**src/hw/rtl/hed_pkg.sv**
```systemverilog
`timescale 1ns / 1ps
// Shared types, codes and reference tables for the HTML entity decoder.
// No dependencies; imported by hed_ctrl, hed_datapath and the top level.
package hed_pkg;

  localparam int HOLD_DEPTH_DEF = 16;

  // Reference match phase
  localparam logic [1:0] PH_IDLE = 2'd0;
  localparam logic [1:0] PH_AMP  = 2'd1;
  localparam logic [1:0] PH_NUM  = 2'd2;
  localparam logic [1:0] PH_NAME = 2'd3;

  localparam logic [7:0] CH_AMP   = 8'h26;
  localparam logic [7:0] CH_HASH  = 8'h23;
  localparam logic [7:0] CH_SEMI  = 8'h3B;
  localparam logic [7:0] CH_LOW_X = 8'h78;
  localparam logic [7:0] CH_UP_X  = 8'h58;

  localparam logic [7:0] VALUE_CAP = 8'd128;

  localparam int NAMED_COUNT = 7;
  localparam int NAMED_MAX   = 6;

  // Named references, lower case, '&' first; unused tail positions are zero
  localparam logic [7:0] NAMED_PAT [NAMED_COUNT][NAMED_MAX] = '{
    '{8'h26, 8'h6C, 8'h74, 8'h3B, 8'h00, 8'h00},  // &lt;
    '{8'h26, 8'h67, 8'h74, 8'h3B, 8'h00, 8'h00},  // &gt;
    '{8'h26, 8'h61, 8'h6D, 8'h70, 8'h3B, 8'h00},  // &amp;
    '{8'h26, 8'h71, 8'h75, 8'h6F, 8'h74, 8'h3B},  // &quot;
    '{8'h26, 8'h23, 8'h33, 8'h39, 8'h3B, 8'h00},  // &#39;
    '{8'h26, 8'h61, 8'h70, 8'h6F, 8'h73, 8'h3B},  // &apos;
    '{8'h26, 8'h6E, 8'h62, 8'h73, 8'h70, 8'h3B}   // &nbsp;
  };
  localparam logic [2:0] NAMED_LEN [NAMED_COUNT] = '{3'd4, 3'd4, 3'd5, 3'd6, 3'd5, 3'd6, 3'd6};
  localparam logic [7:0] NAMED_VAL [NAMED_COUNT] = '{
    8'h3C, 8'h3E, 8'h26, 8'h22, 8'h27, 8'h27, 8'h20
  };

  // Controller to datapath
  typedef struct packed {
    logic capture;    // register the accepted input beat
    logic apply;      // commit decision, update match state, latch plan
    logic rd;         // read held byte at flush index
    logic push_held;  // load output register from held read data
    logic push_now;   // load output register from the live decision
    logic push_tail;  // load output register from the latched tail byte
    logic rearm;      // write '&' into slot 0 after a flush
  } hed_cmd_t;

  // Datapath to controller
  typedef struct packed {
    logic eval_flush;  // decision needs held bytes flushed
    logic eval_tail;   // decision emits a single byte after any flush
    logic plan_tail;
    logic plan_rearm;
    logic flush_last;  // flush index is at the last held byte
    logic out_free;    // output register can take a beat
  } hed_sts_t;

  function automatic logic [7:0] lower_ascii(input logic [7:0] c);
    lower_ascii = (c >= 8'h41 && c <= 8'h5A) ? c + 8'd32 : c;
  endfunction

endpackage

```
**src/hw/rtl/html_entity_decoder.sv**
```systemverilog
`timescale 1ns / 1ps
// Top level of the HTML entity decoder: stream ports, controller and datapath.
// Depends on hed_pkg, hed_ctrl and hed_datapath.

// Decodes HTML character references in a byte stream, one text byte per input
// beat. Recognised: &lt; &gt; &amp; &quot; &#39; &apos; &nbsp; (letters in any
// case, &nbsp; gives a space) and numeric &#DDD; / &#xHHH; with values 1..127.
// From '&' on, bytes are held back while they can still form a reference; a
// failed reference releases them unchanged, and the text end (tlast on the
// input) flushes whatever is still held. Each input beat gives zero to
// HOLD_DEPTH+1 output beats; m_axis_tlast marks the last beat caused by one
// input beat and m_axis_tuser the last beat of the whole text. An input beat is
// accepted, then evaluated; a beat that ends in a single byte places it in the
// output register in the evaluate cycle if the register is free, and else in
// a tail step once it frees up. A flush reads each held byte through the
// single registered read port of the hold buffer and then loads it into the
// output register; after the flushed bytes comes the single byte that
// follows them, or a re-arm of the buffer when a new '&' ends the failed
// reference; a flush of a still open reference at the text end adds neither.
// The input is not taken while a beat is being worked on. Output stalls hold
// the result in the output register. No clearing pass is needed after reset:
// the hold buffer is only read below its fill count.
module html_entity_decoder
  import hed_pkg::*;
#(
  parameter int HOLD_DEPTH = HOLD_DEPTH_DEF  // hold buffer depth, 8..64
) (
  input  logic       clk_i,
  input  logic       rst_ni,
  // input stream
  input  logic       s_axis_tvalid,
  output logic       s_axis_tready,
  input  logic [7:0] s_axis_tdata,   // [7:0] text_byte
  input  logic       s_axis_tlast,   // text_end
  // output stream
  output logic       m_axis_tvalid,
  input  logic       m_axis_tready,
  output logic [7:0] m_axis_tdata,   // [7:0] plain_byte
  output logic       m_axis_tlast,   // run_last
  output logic       m_axis_tuser    // [0] text_done
);

  hed_cmd_t cmd;
  hed_sts_t sts;

  // Controller: accepts a beat, then walks evaluate / flush / tail / re-arm
  hed_ctrl u_ctrl (
    .clk_i      (clk_i),
    .rst_ni     (rst_ni),
    .in_valid_i (s_axis_tvalid),
    .in_ready_o (s_axis_tready),
    .sts_i      (sts),
    .cmd_o      (cmd)
  );

  // Datapath: match state, hold buffer and output register
  hed_datapath #(
    .HOLD_DEPTH (HOLD_DEPTH)
  ) u_datapath (
    .clk_i        (clk_i),
    .rst_ni       (rst_ni),
    .text_byte_i  (s_axis_tdata),
    .text_end_i   (s_axis_tlast),
    .cmd_i        (cmd),
    .sts_o        (sts),
    .out_valid_o  (m_axis_tvalid),
    .out_ready_i  (m_axis_tready),
    .plain_byte_o (m_axis_tdata),
    .run_last_o   (m_axis_tlast),
    .text_done_o  (m_axis_tuser)
  );

endmodule

```
**src/hw/rtl/hed_ctrl.sv**
```systemverilog
`timescale 1ns / 1ps
// Sequencing FSM for the HTML entity decoder.
// Depends on hed_pkg for the command and status structs.
module hed_ctrl
  import hed_pkg::*;
(
  input  logic     clk_i,
  input  logic     rst_ni,
  input  logic     in_valid_i,
  output logic     in_ready_o,
  input  hed_sts_t sts_i,
  output hed_cmd_t cmd_o
);

  localparam logic [2:0] S_IDLE      = 3'd0;
  localparam logic [2:0] S_EVAL      = 3'd1;
  localparam logic [2:0] S_FLUSH_RD  = 3'd2;
  localparam logic [2:0] S_FLUSH_OUT = 3'd3;
  localparam logic [2:0] S_TAIL      = 3'd4;
  localparam logic [2:0] S_REARM     = 3'd5;

  logic [2:0] state_q, state_d;

  always_ff @(posedge clk_i or negedge rst_ni) begin
    if (!rst_ni) begin
      state_q <= S_IDLE;
    end else begin
      state_q <= state_d;
    end
  end

  always_comb begin
    state_d    = state_q;
    cmd_o      = '0;
    in_ready_o = 1'b0;
    unique case (state_q)
      S_IDLE: begin
        in_ready_o = 1'b1;
        if (in_valid_i) begin
          cmd_o.capture = 1'b1;
          state_d       = S_EVAL;
        end
      end
      S_EVAL: begin
        cmd_o.apply = 1'b1;
        if (sts_i.eval_flush) begin
          state_d = S_FLUSH_RD;
        end else if (sts_i.eval_tail) begin
          if (sts_i.out_free) begin
            cmd_o.push_now = 1'b1;
            state_d        = S_IDLE;
          end else begin
            state_d = S_TAIL;
          end
        end else begin
          state_d = S_IDLE;
        end
      end
      S_FLUSH_RD: begin
        cmd_o.rd = 1'b1;
        state_d  = S_FLUSH_OUT;
      end
      S_FLUSH_OUT: begin
        if (sts_i.out_free) begin
          cmd_o.push_held = 1'b1;
          if (!sts_i.flush_last) begin
            state_d = S_FLUSH_RD;
          end else if (sts_i.plan_tail) begin
            state_d = S_TAIL;
          end else if (sts_i.plan_rearm) begin
            state_d = S_REARM;
          end else begin
            state_d = S_IDLE;
          end
        end
      end
      S_TAIL: begin
        if (sts_i.out_free) begin
          cmd_o.push_tail = 1'b1;
          state_d         = S_IDLE;
        end
      end
      S_REARM: begin
        cmd_o.rearm = 1'b1;
        state_d     = S_IDLE;
      end
      default: begin
        state_d = S_IDLE;
      end
    endcase
  end

endmodule

```
**src/hw/rtl/hed_datapath.sv**
```systemverilog
`timescale 1ns / 1ps
// Datapath of the HTML entity decoder: match state, hold buffer, decision
// logic and output register. Depends on hed_pkg.
module hed_datapath
  import hed_pkg::*;
#(
  parameter int HOLD_DEPTH = HOLD_DEPTH_DEF
) (
  input  logic       clk_i,
  input  logic       rst_ni,
  input  logic [7:0] text_byte_i,
  input  logic       text_end_i,
  input  hed_cmd_t   cmd_i,
  output hed_sts_t   sts_o,
  output logic       out_valid_o,
  input  logic       out_ready_i,
  output logic [7:0] plain_byte_o,
  output logic       run_last_o,
  output logic       text_done_o
);

  localparam int AW = $clog2(HOLD_DEPTH);
  localparam int CW = $clog2(HOLD_DEPTH + 1);

  // Input beat
  logic [7:0] in_byte_q;
  logic       in_end_q;

  // Match state
  logic [1:0]             phase_q, phase_d;
  logic [CW-1:0]          held_cnt_q, held_cnt_d;
  logic [NAMED_COUNT-1:0] name_mask_q, name_mask_d;
  logic [7:0]             ref_value_q, ref_value_d;
  logic                   ref_hex_q, ref_hex_d;
  logic                   ref_digit_q, ref_digit_d;

  // Plan for the current beat
  logic [CW-1:0] flush_n_q;
  logic [CW-1:0] idx_q;
  logic          plan_tail_q;
  logic          plan_rearm_q;
  logic [7:0]    tail_byte_q;

  // Hold buffer
  logic [7:0]    held_mem [HOLD_DEPTH];
  logic [7:0]    rd_data_q;
  logic          mem_we;
  logic [AW-1:0] mem_wa;
  logic [7:0]    mem_wd;

  // Output register
  logic       out_valid_q;
  logic [7:0] out_byte_q;
  logic       out_last_q;
  logic       out_done_q;

  // Decision
  logic [7:0]             lc;
  logic                   is_open;
  logic                   is_amp;
  logic [NAMED_COUNT-1:0] nm_hit;
  logic [NAMED_COUNT-1:0] nm_full;
  logic                   done_name;
  logic [7:0]             name_val;
  logic                   is_x;
  logic                   is_digit;
  logic [3:0]             digit;
  logic [11:0]            ref_prod;
  logic [7:0]             ref_next;
  logic                   semi_ok;
  logic                   num_ok;
  logic                   done;
  logic [7:0]             done_val;
  logic                   extend;
  logic                   fail;
  logic                   start_ref;
  logic [CW-1:0]          dec_flush_n;
  logic                   dec_tail;
  logic [7:0]             dec_tail_byte;
  logic                   write_now;

  assign lc      = lower_ascii(in_byte_q);
  assign is_open = (phase_q != PH_IDLE);
  assign is_amp  = (in_byte_q == CH_AMP);

  // Named references: mask keeps the patterns whose prefix matches the held bytes
  always_comb begin
    nm_hit   = '0;
    nm_full  = '0;
    name_val = '0;
    for (int k = 0; k < NAMED_COUNT; k++) begin
      if (is_open && name_mask_q[k] && (held_cnt_q < CW'(NAMED_LEN[k]))) begin
        nm_hit[k] = (lc == NAMED_PAT[k][held_cnt_q[2:0]]);
      end
      nm_full[k] = nm_hit[k] && ((held_cnt_q + CW'(1)) == CW'(NAMED_LEN[k]));
      if (nm_full[k]) begin
        name_val = name_val | NAMED_VAL[k];
      end
    end
  end
  assign done_name = |nm_full;

  // Numeric references
  always_comb begin
    is_digit = 1'b0;
    digit    = '0;
    if (in_byte_q >= 8'h30 && in_byte_q <= 8'h39) begin
      is_digit = 1'b1;
      digit    = in_byte_q[3:0];
    end else if (ref_hex_q && lc >= 8'h61 && lc <= 8'h66) begin
      is_digit = 1'b1;
      digit    = 4'(lc - 8'h57);
    end
  end

  assign is_x = (held_cnt_q == CW'(2)) && !ref_hex_q
                && (in_byte_q == CH_LOW_X || in_byte_q == CH_UP_X);

  assign ref_prod = ref_hex_q
                  ? ({ref_value_q, 4'b0} + 12'(digit))
                  : ({1'b0, ref_value_q, 3'b0} + {3'b0, ref_value_q, 1'b0} + 12'(digit));

  always_comb begin
    if (ref_value_q >= VALUE_CAP) begin
      ref_next = ref_value_q;
    end else if (ref_prod >= 12'(VALUE_CAP)) begin
      ref_next = VALUE_CAP;
    end else begin
      ref_next = ref_prod[7:0];
    end
  end

  assign semi_ok = (phase_q == PH_NUM) && !is_x && !is_digit && (in_byte_q == CH_SEMI)
                   && ref_digit_q && (ref_value_q != 8'd0) && (ref_value_q < VALUE_CAP);

  assign num_ok = ((phase_q == PH_AMP) && (in_byte_q == CH_HASH))
                || ((phase_q == PH_NUM) && (is_x || is_digit));

  assign done     = done_name || semi_ok;
  assign done_val = done_name ? name_val : ref_value_q;
  assign extend   = is_open && !done && ((|nm_hit) || num_ok)
                    && (held_cnt_q < CW'(HOLD_DEPTH));
  assign fail     = is_open && !done && !extend;

  // A fresh '&' opens a reference unless the text ends on it
  assign start_ref = (!is_open || fail) && is_amp && !in_end_q;

  always_comb begin
    dec_flush_n = '0;
    if (extend && in_end_q) begin
      dec_flush_n = held_cnt_q + CW'(1);
    end else if (fail) begin
      dec_flush_n = held_cnt_q;
    end
  end

  assign dec_tail      = done || ((!is_open || fail) && !start_ref);
  assign dec_tail_byte = done ? done_val : in_byte_q;
  assign write_now     = (!is_open && start_ref) || extend;

  // Next match state
  always_comb begin
    phase_d     = phase_q;
    held_cnt_d  = held_cnt_q;
    name_mask_d = name_mask_q;
    ref_value_d = ref_value_q;
    ref_hex_d   = ref_hex_q;
    ref_digit_d = ref_digit_q;
    if (cmd_i.apply) begin
      if (start_ref) begin
        phase_d     = PH_AMP;
        held_cnt_d  = CW'(1);
        name_mask_d = '1;
        ref_value_d = '0;
        ref_hex_d   = 1'b0;
        ref_digit_d = 1'b0;
      end else if (extend && !in_end_q) begin
        phase_d     = num_ok ? PH_NUM : PH_NAME;
        held_cnt_d  = held_cnt_q + CW'(1);
        name_mask_d = nm_hit & ~nm_full;
        if (num_ok) begin
          ref_value_d = is_digit ? ref_next : ref_value_q;
          ref_hex_d   = ref_hex_q | is_x;
          ref_digit_d = ref_digit_q | is_digit;
        end
      end else begin
        phase_d     = PH_IDLE;
        held_cnt_d  = '0;
        name_mask_d = '0;
        ref_value_d = '0;
        ref_hex_d   = 1'b0;
        ref_digit_d = 1'b0;
      end
    end
  end

  always_ff @(posedge clk_i or negedge rst_ni) begin
    if (!rst_ni) begin
      phase_q      <= PH_IDLE;
      held_cnt_q   <= '0;
      name_mask_q  <= '0;
      ref_value_q  <= '0;
      ref_hex_q    <= 1'b0;
      ref_digit_q  <= 1'b0;
      in_end_q     <= 1'b0;
      flush_n_q    <= '0;
      idx_q        <= '0;
      plan_tail_q  <= 1'b0;
      plan_rearm_q <= 1'b0;
    end else begin
      phase_q     <= phase_d;
      held_cnt_q  <= held_cnt_d;
      name_mask_q <= name_mask_d;
      ref_value_q <= ref_value_d;
      ref_hex_q   <= ref_hex_d;
      ref_digit_q <= ref_digit_d;
      if (cmd_i.capture) begin
        in_end_q <= text_end_i;
      end
      if (cmd_i.apply) begin
        flush_n_q    <= dec_flush_n;
        idx_q        <= '0;
        plan_tail_q  <= dec_tail;
        // rearm only follows a flush; without one slot 0 is written now
        plan_rearm_q <= fail && start_ref;
      end else if (cmd_i.push_held) begin
        idx_q <= idx_q + CW'(1);
      end
    end
  end

  always_ff @(posedge clk_i) begin
    if (cmd_i.capture) begin
      in_byte_q <= text_byte_i;
    end
    if (cmd_i.apply) begin
      tail_byte_q <= dec_tail_byte;
    end
  end

  // Hold buffer: one write port, one registered read port
  assign mem_we = (cmd_i.apply && write_now && !fail) || cmd_i.rearm;
  assign mem_wa = cmd_i.rearm ? '0 : held_cnt_q[AW-1:0];
  assign mem_wd = cmd_i.rearm ? CH_AMP : in_byte_q;

  always_ff @(posedge clk_i) begin
    if (mem_we) begin
      held_mem[mem_wa] <= mem_wd;
    end
    if (cmd_i.rd) begin
      rd_data_q <= held_mem[idx_q[AW-1:0]];
    end
  end

  // Output register
  logic out_load;
  assign out_load = cmd_i.push_held || cmd_i.push_now || cmd_i.push_tail;

  always_ff @(posedge clk_i or negedge rst_ni) begin
    if (!rst_ni) begin
      out_valid_q <= 1'b0;
    end else if (out_load) begin
      out_valid_q <= 1'b1;
    end else if (out_ready_i) begin
      out_valid_q <= 1'b0;
    end
  end

  always_ff @(posedge clk_i) begin
    if (cmd_i.push_held) begin
      out_byte_q <= rd_data_q;
      out_last_q <= sts_o.flush_last && !plan_tail_q;
      out_done_q <= sts_o.flush_last && !plan_tail_q && in_end_q;
    end else if (cmd_i.push_now) begin
      out_byte_q <= dec_tail_byte;
      out_last_q <= 1'b1;
      out_done_q <= in_end_q;
    end else if (cmd_i.push_tail) begin
      out_byte_q <= tail_byte_q;
      out_last_q <= 1'b1;
      out_done_q <= in_end_q;
    end
  end

  assign sts_o.eval_flush = (dec_flush_n != '0);
  assign sts_o.eval_tail  = dec_tail;
  assign sts_o.plan_tail  = plan_tail_q;
  assign sts_o.plan_rearm = plan_rearm_q;
  assign sts_o.flush_last = (({1'b0, idx_q} + (CW+1)'(1)) == {1'b0, flush_n_q});
  assign sts_o.out_free   = !out_valid_q || out_ready_i;

  assign out_valid_o  = out_valid_q;
  assign plain_byte_o = out_byte_q;
  assign run_last_o   = out_last_q;
  assign text_done_o  = out_done_q;

endmodule

```
**config.mk**
```make
export PLATFORM = sky130hd
export DESIGN_NAME = html_entity_decoder
export DESIGN_NICKNAME = d
export VERILOG_FILES = /design/src/hw/rtl/hed_pkg.sv /design/src/hw/rtl/html_entity_decoder.sv /design/src/hw/rtl/hed_ctrl.sv /design/src/hw/rtl/hed_datapath.sv
export SDC_FILE = /design/constraint.sdc
export NUM_CORES = 1
export LEC_CHECK = 0
export ABC_AREA = 1
export BUFFER_PORTS_ARGS = -buffer_cell sky130_fd_sc_hd__buf_2
export CORE_AREA = 4 4 136 138
export CTS_CLUSTER_DIAMETER = 80
export DETAILED_ROUTE_END_ITERATION = 7
export DIE_AREA = 0 0 140 142
export PLACE_DENSITY = 0.8
export SLEW_MARGIN = 30
export SYNTH_ARGS = -nofsm -noshare
export SYNTH_HDL_FRONTEND = slang
export SYNTH_SLANG_ARGS = --single-unit
```
**constraint.sdc**
```tcl
create_clock -name clk_i -period 5.2 [get_ports clk_i]
set_input_delay 0.78 -clock clk_i [delete_from_list [all_inputs] [get_ports clk_i]]
set_output_delay 0.78 -clock clk_i [all_outputs]
set_load 0.02 [all_outputs]
```
# Word-level counts from Yosys, hierarchy flattened
# Memories as Yosys holds them, arrays and structs flattened. A register that Yosys moved wholly into a read port is not among the register bits.
# Index checks and enable logic that the tools add are counted.
op_classes:
  magnitude_cmp: 14
  mux: 96
  eq_ne: 30
  reduce_logical: 85
  bitwise: 5
  add_sub_neg: 8
op_table:
  columns: ["cell", "n"]
  rows:
  - ["$mux W8", 27]
  - ["$eq A8 B8 Y1", 7]
  - ["$logic_and A1 B1 Y1", 50]
  - ["$mux W6", 7]
  - ["$mux W1", 38]
  - ["$mux W5", 6]
  - ["$mux W3", 9]
  - ["$add A12 B4 Y12", 2]
  - ["$eq A8 B6 Y1 const B", 3]
  - ["$eq A8 B7 Y1 const B", 2]
  - ["$ge A8 B7 Y1 const B", 2]
  - ["$le A8 B7 Y1 const B", 2]
  - ["$eq A5 B3 Y1 const B", 3]
  - ["$lt A5 B3 Y1 const B", 3]
  - ["$pmux W3 S5", 1]
  - ["$mux W7", 2]
  - ["$reduce_or A7 Y1", 2]
  - ["$add A11 B9 Y12", 1]
  - ["$ge A12 B8 Y1 const B", 1]
  - ["$logic_or A1 B1 Y1", 12]
  - ["$mux W12", 1]
  - ["$mux W4", 3]
  - ["$logic_not A1 Y1", 11]
  - ["$add A5 B1 Y5 const B", 2]
  - ["other kinds (32)", 41]
word_totals:
  rom_bits: 448
  ff_bits: 67
  out_inout_bits: 12
  mem_count: 8
  ramBits: 128
  wordCells: 264
  in_bits: 13
memory_table:
  columns: ["memory", "words", "width", "read_ports", "rd_clocked_by_memory_dff", "write_ports", "line_no", "rtl"]
  rows:
  - ["u_datapath.held_mem", 16, 8, 1, 1, 1, "hed_datapath.sv:45", "logic [7:0] held_mem [HOLD_DEPTH];"]
  - ["(no name shown)", 8, 8, 1, 0, 0, "hed_datapath.sv:93", "nm_hit[k] = (lc == NAMED_PAT[k][held_cnt_q[2:0]]);"]
  - ["(no name shown)", 8, 8, 1, 0, 0, "hed_datapath.sv:93", null]
  - ["(no name shown)", 8, 8, 1, 0, 0, "hed_datapath.sv:93", null]
  - ["(no name shown)", 8, 8, 1, 0, 0, "hed_datapath.sv:93", null]
  - ["(no name shown)", 8, 8, 1, 0, 0, "hed_datapath.sv:93", null]
  - ["2 more memories", null, null, null, null, null, null, null]

# Logic depth before layout (Yosys ltp)
logic_depth:
  word_depth: 33
  ltp_mapped: 31
  depth_no_buf: 31

# Cells and area by module
# Synthesis repeated with hierarchy kept, for this count alone.
hier_totals:
  hier_cells: 1134
  area_unflattened_um2: 10625.2
by_module_without_submodules:
  columns: ["mod", "cells_each", "area_each_um2", "seq_area_each_um2", "instances"]
  rows:
  - ["hed_datapath", 1081, 10346.2, 5815.6, 1]
  - ["hed_ctrl", 53, 279.0, 75.1, 1]

# Least setup slack after synthesis
# OpenSTA, ideal clock, no wires.
synth_path:
  kind: "register to register"
  from: "register u_datapath.in_byte_q[1]"
  to: "register u_datapath.ref_value_q[4]"
  path_buffers: 0
  period_less_slack_ps: 4230
  path_slack_ps: 970
  stages_incl_launch_ff: 26
  arrival_ps: 4153
  setup_time_ps: 77
  required_time_ps: 5123
  cell_sequence: "edfxtp_1 > clkinv_1 > ha_1 > a21oi_1 > nand2_1 > a22o_1 > nand2_1 > inv_1 > a31oi_1 > xor2_1 > nor2_1 > fa_1 > ha_1 > a21oi_1 > inv_1 > a31oi_1 > nor2_1 > nor2_1 > o21ai_0 > inv_1 > nor2_1 > o31ai_1 > nand3_1 > a21oi_1 > nor2_1 > a21oi_1"
synth_via:
  elab_chain_len: 26
  elab_cells_between_ends: 85
  cone_classes: "add/sub: 4; order compare: 7; eq/ne: 15; mux: 19; reduce/logical: 40"
synth_lines:
  columns: ["element", "line_no", "rtl"]
  rows:
  - ["start, declared", "hed_datapath.sv:26", "logic [7:0] in_byte_q;"]
  - ["start signal, assigned", "hed_datapath.sv:234", "in_byte_q <= text_byte_i;"]
  - ["parallel branches: the longest is 26 deep, another holds $add A12 B4 Y12", null, null]
  - ["end signal, assigned", "hed_datapath.sv:214", "ref_value_q <= ref_value_d;"]
  - ["end, declared", "hed_datapath.sv:33", "logic [7:0] ref_value_q, ref_value_d;"]
# Parallel ways; which one is timed is not known. The select of a mux whose other input is x is not followed.
# A chain may end at the register's enable or synchronous reset.

# Worst setup path after layout
layout_path:
  from: "register u_datapath.in_byte_q[5]"
  to: "register u_datapath.ref_value_q[4]"
# The elaborated chain is that of the path after synthesis.

==> flow_summary.toml <==
[cells_and_area]
diodes = 0
final_cell_mix = "nand2_1 (238), edfxtp_1 (162), nor2_1 (138), inv_1 (100), o21ai_0 (91)"
drive_above_1_share_pct = 11.6
postLayoutCoreUtil_pct = 69.8
finish.instance_area_um2 = 12000
final_nets = 1257
layout_commonest_cell = "nand2_1"
syn_to_final_growth_pct = 11.0

[floorplanning]
coreArea_um2 = 17200
fp.dieArea_um2 = 19900
initial_core_util_pct = 62.9
die_h_um = 142
num_io_pins = 25
die_x_um = 140
rows = 48

[synth]
async_flop_share_pct = 20.2
ys.flop_type = "edfxtp_1"
syn_nets = 1215
syn_inst = 1168
synth-edff-count = 162
synth.yosys.seq_area_share_pct = 54.5
yosys-top-cells-area = "edfxtp_1 (45%), dfrtp_1 (9.5%), nand2_1 (8.3%)"
yosysWarnings = 0
synth_largest_area_cell = "edfxtp_1"
synth_top_area_share_pct = 45.0
avgSynthCellArea_um2 = 9.25
synth_cell_type_count = 52
ys_seq_elements = 203
syn_area_um2 = 10800

[setup_path]
cp.arrival_ns = 5.27
cp-endpoint = "u_datapath.ref_value_q[4]"
crit_path_frequent_cell = "nor2_1"
r2r_start = "u_datapath.in_byte_q[5]"
cp-end-kind = "register"
worstPathRequired_ns = 5.63
start_kind = "register"
cpPeakStageDelay_ns = 0.51
setup.worst_path.class = "register to register"
critPathMaxFanout = 7
rr_endpoint = "u_datapath.ref_value_q[4]"
cpMaxStageDelayCell = "edfxtp_1"
ff2ff_setup_slack_ns = 0.36
r2r_cells = 28
crit_start = "u_datapath.in_byte_q[5]"

[cts]
cts.htree.levels = 1
cts_resized = 0
cts_tree = "yes"
cts.sinks = 203
cts_hold_buf = 0
max-clock-path-buffers = 3
cts_root_buf = "clkbuf_16"
clkLatencyLatePin_ns = 0.51
cts-buffers-inserted = 22
clkTransAtPathRegs_ns = 0.07

[timing]
tns_ns = 0
setup_slack_ns = 0.358
rsz0062_at_grt = "false"
skew_ns = 0.0124
drv_slew = 0
fmax_mhz = 207
finalCriticalPeriod_ns = 4.84
hold_viol_final = 0
slew-limit-headroom_pct = 47.6
tightest_slew_ns = 0.783
finalSetupViolations = 0
period_share_pct = 93.1

[global_routing]
track_usage_pct = 27.7
grt_overflow_total = 0
grt_pass1_vias = 7970
grt_max_degree = 69
grt_pass1_wl_mm = 43.5
antenna_found_initial = 0

[placed_design]
io_buffers = 24
dpl_worst_slack_ns = 0.397
placed_cell_area_um2 = 11300
place.gp.congestion = 0.951
place_hpwl_mm = 19.2

[power_and_ir_drop]
cellLeakagePower_nw = 5.09
vdd_ir_drop_max_mv = 0.366
powerDensity_nw_per_um2 = 480

[run_status]
status = "finished clean"

[route]
wl_mm = 28.0
drt_iter0_drc = 1061
drtAntennaViolNets = 0
drc = 0
wl_per_cell_um = 19.3
drtPass1Iterations = 5
avgViaCountPerCell = 6.08
vias = 8829

[flow_run]
drv_cap = 0

[min_path]
hold_class = "input port to async pin"
cell families (layout without fill, tap and decap cells):
| kind of cell | after synthesis | count (layout) | synth area share, % |
|---|---|---|---|
| and+or+nand+nor | 538 | 538 | 22.5 |
| AOI/OAI and AO/OA | 208 | 208 | 11.1 |
| DFF | 203 | 203 | 54.5 |
| buffers and inverters | 161 | 219 | 5.90 |
| adders and majority gates | 34 | 34 | 4.08 |
| xor gates and xnor gates | 22 | 22 | 1.78 |
| muxes | 2 | 2 | 0.185 |
state kept, by name (all words and copies together) (netlist names), 2 cells and up:
name / count
u_datapath.held_mem: 128
u_datapath.in_byte_q: 8
u_datapath.plain_byte_o: 8
u_datapath.rd_data_q: 8
u_datapath.ref_value_q: 8
u_datapath.tail_byte_q: 8
u_datapath.name_mask_q: 7
u_datapath.flush_n_q: 5
u_datapath.held_cnt_q: 5
u_datapath.idx_q: 5
u_ctrl.state_q: 3
u_datapath.phase_q: 2
Yosys cell counts, types with 3 or more instances:
| master | count |
|---|---|
| xor2_1 | 21 |
| o221ai_1 | 3 |
| a221oi_1 | 13 |
| o21ai_0 | 91 |
| clkinv_1 | 3 |
| nand3b_1 | 3 |
| o31ai_1 | 5 |
| buf_4 | 5 |
| nand4_1 | 28 |
| o21a_1 | 4 |
| nand3_1 | 70 |
| nor3_1 | 21 |
| o22ai_1 | 18 |
| inv_1 | 101 |
| nor2_1 | 139 |
| a31oi_1 | 3 |
| buf_2 | 5 |
| ha_1 | 32 |
| nand2_1 | 238 |
| dfrtp_1 | 41 |
| a2bb2oi_1 | 4 |
| nor2_2 | 5 |
| nor4_1 | 3 |
| edfxtp_1 | 162 |
| nor2_4 | 5 |
| clkbuf_1 | 30 |
| nand2_2 | 7 |
| o21ai_1 | 4 |
| nand3_2 | 4 |
| a21oi_1 | 54 |
| inv_2 | 14 |
cell type report:
type / instances / area, um^2
flip-flops and latches: 203 / 5890
clock inverters: 10 / 82.6
clock buffers: 30 / 602
repair buffers: 61 / 398
inverters: 118 / 443
fillers: 1263 / 5190
well taps: 225 / 282
multi-input cells: 804 / 4290
power by group:
group	internal (W)	switching (W)	total (W)	leakage, nW
logic	0.000566	0.00148	0.00205	2.75
clock network	0.000863	0.000610	0.00147	0.333
registers	0.00209	0.000149	0.00223	2.01
through the flow:
step	total power (W)	hold slack [ns]	instances
6_report	0.00576	0.340	1451
5_1_grt	0.00607	0.375	1451
4_1_cts	0.00573	0.343	1445
3_5_place_dp	0.00425	0.487	1405
3_3_place_gp	0.00421	0.486	1405
2_1_floorplan	0.00361	0.464	1168
timing repair:
action / 4_1_cts / 5_1_grt
hold endpoints to repair: 0 / 0
setup endpoints to repair: 0 / 5
setup buffers: 0 / 6
worst max-delay path, delay by kind of cell, from the launching register on:
kind                       cells  cell delay [ns]
adders and majority gates      3             0.85
buffers and inverters          4             0.35
DFF                            1             0.51
AOI/OAI and AO/OA              6             1.14
and+or+nand+nor               15             1.91
metal layers:
metal | vias to the layer above | global-route usage, % | share of wire, %
met2 | 440 | 43.4 | 46
met1 | 4214 | 40.7 | 42
met4 | 0 | 8.16 | 2.6
li1 | 4115 | - | -
met5 | - | 0 | 0
met3 | 60 | 4.27 | 9.4
worst min-delay path by stage:
stage                                       start                         to  slack [ns]  cells after the start
final                                      rst_ni     u_datapath.ref_digit_q        0.34                      2
after global routing                       rst_ni  u_datapath.ref_value_q[3]        0.38                      2
after CTS                                  rst_ni     u_datapath.ref_digit_q        0.34                      2
after detailed placement  u_datapath.flush_n_q[2]    u_datapath.flush_n_q[2]        0.49                      2
after global placement    u_datapath.flush_n_q[2]    u_datapath.flush_n_q[2]        0.49                      2
after floorplan            u_datapath.ref_digit_q     u_datapath.ref_digit_q        0.46                      1
Power figures use the tool's default switching activity.
